[src/hdl/fmc_pkg.sv]
// shared types and codes for the factor model covariance block
`timescale 1ns / 1ps
package fmc_pkg;

    typedef enum logic [1:0] {
        FN_LOAD_LAMBDA = 2'd0,
        FN_LOAD_PHI    = 2'd1,
        FN_LOAD_PSI    = 2'd2,
        FN_QUERY       = 2'd3
    } func_t;

    typedef enum logic {
        REG_NUM_ITEMS   = 1'b0,
        REG_NUM_FACTORS = 1'b1
    } reg_idx_t;

    typedef enum logic [1:0] {
        ST_IDLE  = 2'd0,
        ST_RUN   = 2'd1,
        ST_DRAIN = 2'd2,
        ST_ROUND = 2'd3
    } st_t;

    typedef struct packed {
        func_t              func;
        logic [3:0]         row;
        logic [3:0]         col;
        logic signed [15:0] value;
    } req_t;

    typedef struct packed {
        logic valid;
        req_t req;
    } head_t;

    localparam int ACC_W  = 56;
    localparam int FRAC_SHIFT = 20;
    localparam int PSI_SHIFT  = 24;

endpackage

[src/hdl/fmc_front.sv]
// front end: request accept, load range check, two entry request queue
`timescale 1ns / 1ps
module fmc_front #(
    parameter int MAX_ITEMS   = 16,
    parameter int MAX_FACTORS = 8
) (
    input  logic           clk,
    input  logic           rst_n,
    input  logic           start,
    output logic           busy,
    input  fmc_pkg::req_t  in_req,
    output fmc_pkg::head_t head,
    input  logic           pop
);
    fmc_pkg::req_t q_reg [0:1];
    logic          wr_ptr_reg, wr_ptr_next;
    logic          rd_ptr_reg, rd_ptr_next;
    logic [1:0]    count_reg, count_next;
    logic          accept, keep, push, do_pop;

    assign busy   = (count_reg == 2'd2);
    assign accept = start && !busy;

    // out of range loads are dropped here
    always_comb
    begin
        unique case (in_req.func)
            fmc_pkg::FN_LOAD_LAMBDA:
                keep = (int'(in_req.row) < MAX_ITEMS) && (int'(in_req.col) < MAX_FACTORS);
            fmc_pkg::FN_LOAD_PHI:
                keep = (int'(in_req.row) < MAX_FACTORS) && (int'(in_req.col) < MAX_FACTORS);
            fmc_pkg::FN_LOAD_PSI:
                keep = (int'(in_req.row) < MAX_ITEMS) && (int'(in_req.col) < MAX_ITEMS);
            default:
                keep = 1'b1;
        endcase
    end

    assign push   = accept && keep;
    assign do_pop = pop && (count_reg != 2'd0);

    assign head.valid = (count_reg != 2'd0);
    assign head.req   = q_reg[rd_ptr_reg];

    always_comb
    begin
        wr_ptr_next = push ? ~wr_ptr_reg : wr_ptr_reg;
        rd_ptr_next = do_pop ? ~rd_ptr_reg : rd_ptr_reg;
        count_next  = count_reg + {1'b0, push} - {1'b0, do_pop};
    end

    always_ff @(posedge clk)
    begin
        if (push)
        begin
            q_reg[wr_ptr_reg] <= in_req;
        end
    end

    always_ff @(posedge clk or negedge rst_n)
    begin
        if (!rst_n)
        begin
            wr_ptr_reg <= 1'b0;
            rd_ptr_reg <= 1'b0;
            count_reg  <= 2'd0;
        end
        else
        begin
            wr_ptr_reg <= wr_ptr_next;
            rd_ptr_reg <= rd_ptr_next;
            count_reg  <= count_next;
        end
    end
endmodule

[config.mk]
export PLATFORM = sky130hd
export DESIGN_NAME = fmc_front
export DESIGN_NICKNAME = d
export VERILOG_FILES = /design/src/hdl/fmc_pkg.sv /design/src/hdl/fmc_front.sv
export SDC_FILE = /design/constraint.sdc
export NUM_CORES = 1
export LEC_CHECK = 0
export BUFFER_PORTS_ARGS = -buffer_cell sky130_fd_sc_hd__buf_2
export CAP_MARGIN = 15
export CORE_MARGIN = 2
export CORE_UTILIZATION = 46
export DETAILED_ROUTE_END_ITERATION = 10
export PLACE_DENSITY = 0.81
export SLEW_MARGIN = 20
export SYNTH_ARGS = -nofsm -noshare
export SYNTH_HDL_FRONTEND = slang
export SYNTH_SLANG_ARGS = --single-unit
[constraint.sdc]
create_clock -name clk -period 2.2 [get_ports clk]
set_input_delay 0.11 -clock clk [delete_from_list [all_inputs] [get_ports clk]]
set_output_delay 0.11 -clock clk [all_outputs]
set_load 0.1 [all_outputs]
Yosys cells after proc, flatten, opt, wreduce, memory -nomap -nowiden
Memories as Yosys holds them, arrays and structs flattened.
Cells that the tools add are included.
{"block": "classes", "muxes": 3, "mul": 0, "bitwise": 2, "add_sub_neg": 2, "magnitude_cmp": 2, "shift": 0, "n_eq_ne": 2, "reduce_logical": 7, "div_mod_pow": 0}
{"operator": "less-than comparator 4 bit (second input constant)", "n": 2}
{"operator": "logical AND 1 bit", "n": 4}
{"operator": "adder 2 x 1 -> 2 bit", "n": 1}
{"operator": "== test 2 x 1 -> 1 bit (second input constant)", "n": 1}
{"operator": "== test 2 bit (second input constant)", "n": 1}
{"operator": "logical NOT 2 bit", "n": 1}
{"operator": "2-to-1 mux 1 bit", "n": 2}
{"operator": "inverter 1 bit", "n": 2}
{"operator": "case mux 1 bit (2 select lines)", "n": 1}
{"operator": "nonzero test 2 bit", "n": 1}
{"operator": "subtractor 2 x 1 -> 2 bit", "n": 1}
{"operator": "logical NOT 1 bit", "n": 1}
{"block": "word_totals", "in_bits": 30, "ramBits": 52, "output_inout_bits": 28, "mem_count": 1, "reg_bits": 4, "latchBits": 0, "wordCells": 22, "rom_bits": 0}
{"name": "q_reg", "words": 2, "word_bits": 26, "read_ports": 1, "rd_ports_with_merged_regs": 0, "wr": 1, "line": "fmc_front.sv:15", "source": "fmc_pkg::req_t q_reg [0:1];"}

Logic depth before layout (Yosys ltp)
{"block": "depth", "depth_word": 6, "mapped_depth": 7, "ltp_nobuf": 7}

Worst setup path after synthesis
OpenSTA, ideal clock, no wires.
{"block": "synth_timing", "kind": "reg2reg", "from": "register count_reg[0]", "to": "register count_reg[1]", "stages_incl_launch_ff": 8, "setup_slack_ns": 0.035, "t_required_ns": 2.077, "setup_time_ns": 0.123, "arrival_ns": 2.042, "cell_sequence": "dfrtp_1 -> or2_1 -> and2_4 -> ha_1 -> inv_1 -> ha_1 -> xnor2_1 -> xnor2_1"}
{"item": "from (decl)", "line": "fmc_front.sv:18", "source": "logic [1:0] count_reg, count_next;"}
{"item": "from (signal assigned)", "line": "fmc_front.sv:72", "source": "count_reg <= count_next;"}

==> impl_metrics.py <==
metrics = {
    "placement": {
        "hpwlAfterDp_um": 2762,
        "port_buffers": 57,
        "place_worst_setup_slack_ns": 0.4658,
        "routabilityCongestion": 0.7055,
    },
    "detailed_routing": {
        "wl_um": 3627,
        "route.antenna.remaining_nets": 0,
        "wl_per_cell_um": 15.63,
        "detailedRoute.firstIterationViolations": 50,
        "avgViaCountPerCell": 4.806,
        "drc_violation_count_after_routing": 0,
        "num_vias": 1115,
        "drt-pass1-iter-count": 4,
    },
    "timing": {
        "final.setup.tns_ns": 0,
        "maxSlewHeadroom_pct": 68.02,
        "worst_clock_skew_ns": 0.005389,
        "setup-violations-final": 0,
        "final_critical_path_setup_slack_ns": 0.3838,
        "timing_hold_violations_final": 0,
        "grt_setup_unrepaired": "false",
        "minimum_clock_period_ns": 1.816,
        "max_clock_freq_mhz": 550.6,
        "tightestPinTransition_ns": 0.4830,
        "timing.final.crit_share_pct": 82.55,
        "report.final.slew_viol_count": 0,
        "timing.hold.ws_ns": 0.007824,
    },
    "worst_setup_path": {
        "startpoint": "rd_ptr_reg$_DFFE_PN0P_",
        "crit_path_start_kind": "flip-flop",
        "rr_startpoint": "count_reg[0]$_DFF_PN0_",
        "worst-path-max-fanout": 19,
        "critical_path.endpoint_type": "output pin",
        "cp.arrival_ns": 1.71,
        "timing.critical_path.required_ns": 2.09,
        "critical_path_class": "flip-flop to output pin",
    },
    "layout": {
        "fillerInstances": 319,
        "area_growth_syn_to_layout_pct": 43.45,
        "diodes": 0,
        "nNetsFinal": 210,
        "largest_register_ffs": 52,
        "final_layout_size_suffix_gt1_share_pct": 50.56,
    },
    "synthesis": {
        "ys_top_cells_by_count": "edfxtp_1 (52), mux2_4 (19), mux2_1 (7)",
        "ys_async_sr_fraction_pct": 7.143,
        "synth_edf_count": 52,
        "postSynthRegisterBits": 56,
        "sequential_to_total_area_share_from_yosys_stat_pct": 75.93,
        "yosysMostFrequentCell": "edfxtp_1",
        "yosysTopAreaCellShare_pct": 71.36,
        "synth.distinct_cells": 14,
        "synth_largest_area_cell": "edfxtp_1",
        "post_synth_net_total": 133,
        "top_flip_flop_cell_by_instance_count_after_synthesis": "edfxtp_1",
        "mappedNetlistArea_mm2": 0.002188,
        "syn-instance-count": 101,
        "synth_area_per_cell_um2": 21.67,
        "synthTopCellsByArea": "edfxtp_1 (71%), mux2_4 (13%), dfrtp_1 (4.6%)",
        "yosys_warnings": 0,
    },
    "min_path": {
        "worst_hold_path_class": "input pin to flip-flop",
        "hold_path_startpoint": "in_req[13]",
    },
    "clocking": {
        "cts_setup_buffers": 0,
        "cts_tree": "done",
        "num_cts_buffers": 5,
        "clkLatencyLatePin_ns": 0.29,
        "ctsRootBufferMaster": "clkbuf_8",
        "cts_max_level": 2,
        "cts-root-to-sink-buffers": 2,
        "cts.hold.buffers_added": 8,
        "cts.reportedPaths.clkPinSlew_ns": 0.09,
        "clock_sinks": 56,
        "post_cts.resized_instances": 0,
    },
    "global_route": {
        "grt_antenna_before_repair": 0,
        "vias_in_the_first_global_route": 1165,
        "grt_pass1_wl_um": 5568,
        "gr-usage-all-layers_pct": 14.31,
        "grt_start_max_net_pins": 20,
        "grt.overflow.total": 0,
    },
    "floorplanning": {
        "placementRows": 25,
        "die_span_y_um": 72.98,
        "initial_core_util_pct": 46.95,
        "fp.dieArea_mm2": 0.005325,
        "core_region_area_mm2": 0.004661,
        "design.portCount": 58,
        "fp.dieW_um": 72.98,
    },
    "flow_run": {
        "timing.max_cap.violations": 0,
    },
    "run_status": {
        "status": "completed",
    },
}
## critical path, stage by stage, from the launching register on
cell and delay [ns]:
dfrtp_1 0.64, buf_12 0.26, mux2_4 0.34, buf_12 0.17
## cell families (layout without fill, tap and decap cells)
kind of cell | count (synthesis) | count (layout) | synth area share (%)
buffers and inverters | 6 | 83 | 2.058
adder cells (fa/ha/maj) | 2 | 2 | 1.143
flip-flops | 56 | 56 | 75.93
multiplexers | 26 | 26 | 16.64
XOR/XNOR | 4 | 4 | 1.601
AND/OR/NAND/NOR | 5 | 5 | 1.201
AO/OA/AOI/OAI | 2 | 2 | 1.429
## stage by stage
stage	instances	util (%)	area [µm²]
final	232	67.36	3139
after global routing	232	67.36	3139
after floorplan	101	-	2188
after global placement	214	63.36	2953
after detailed placement	214	63.36	2953
after CTS	229	66.71	3109
## final timing paths
check	end	slack (ns)	cells after the start
hold / removal	q_reg[1][13]$_DFFE_PP_	0.008	1
hold reg to reg	wr_ptr_reg$_DFFE_PN0P_	0.54	1
setup / recovery	head[11]	0.38	3
setup reg to reg	count_reg[1]$_DFF_PN0_	0.48	7
min in group asynchronous	rd_ptr_reg$_DFFE_PN0P_	0.14	2
max in group asynchronous	count_reg[0]$_DFF_PN0_	1.94	2
## area by class of cell
type	instances	area, µm²	share of cell area, %
Tap cell	54	67.56	2.152
Inverter	3	11.26	0.3587
Multi-Input combinational cell	39	486.7	15.50
Timing Repair Buffer	73	835.8	26.62
Clock inverter	2	7.507	0.2391
Clock buffer	5	68.82	2.192
Sequential cell	56	1662	52.93
## cells in the final DEF, fill, tap and decap left out, drive strengths merged
cell | synthesis | routed
dlygate4sd3 | 0 | 11
edfxtp | 52 | 52
xnor2 | 3 | 3
dfrtp | 4 | 4
inv | 3 | 3
a21oi | 1 | 1
buf | 3 | 62
xor2 | 1 | 1
o221ai | 1 | 1
nor2 | 3 | 3
clkinv | 0 | 2
mux2 | 26 | 26
ha | 2 | 2
or2 | 1 | 1
clkbuf | 0 | 5
and2 | 1 | 1
## routing by layer
layer	vias up	routed length (µm)	track usage (%)
met3	3	227	4.420
met1	536	1414	16.46
met5	-	0	0
li1	535	-	-
met2	41	1963	26.16
met4	0	21	3.086
Power is not shown: default switching activity piles up to over one toggle a cycle in this logic, so the estimate is an artifact.
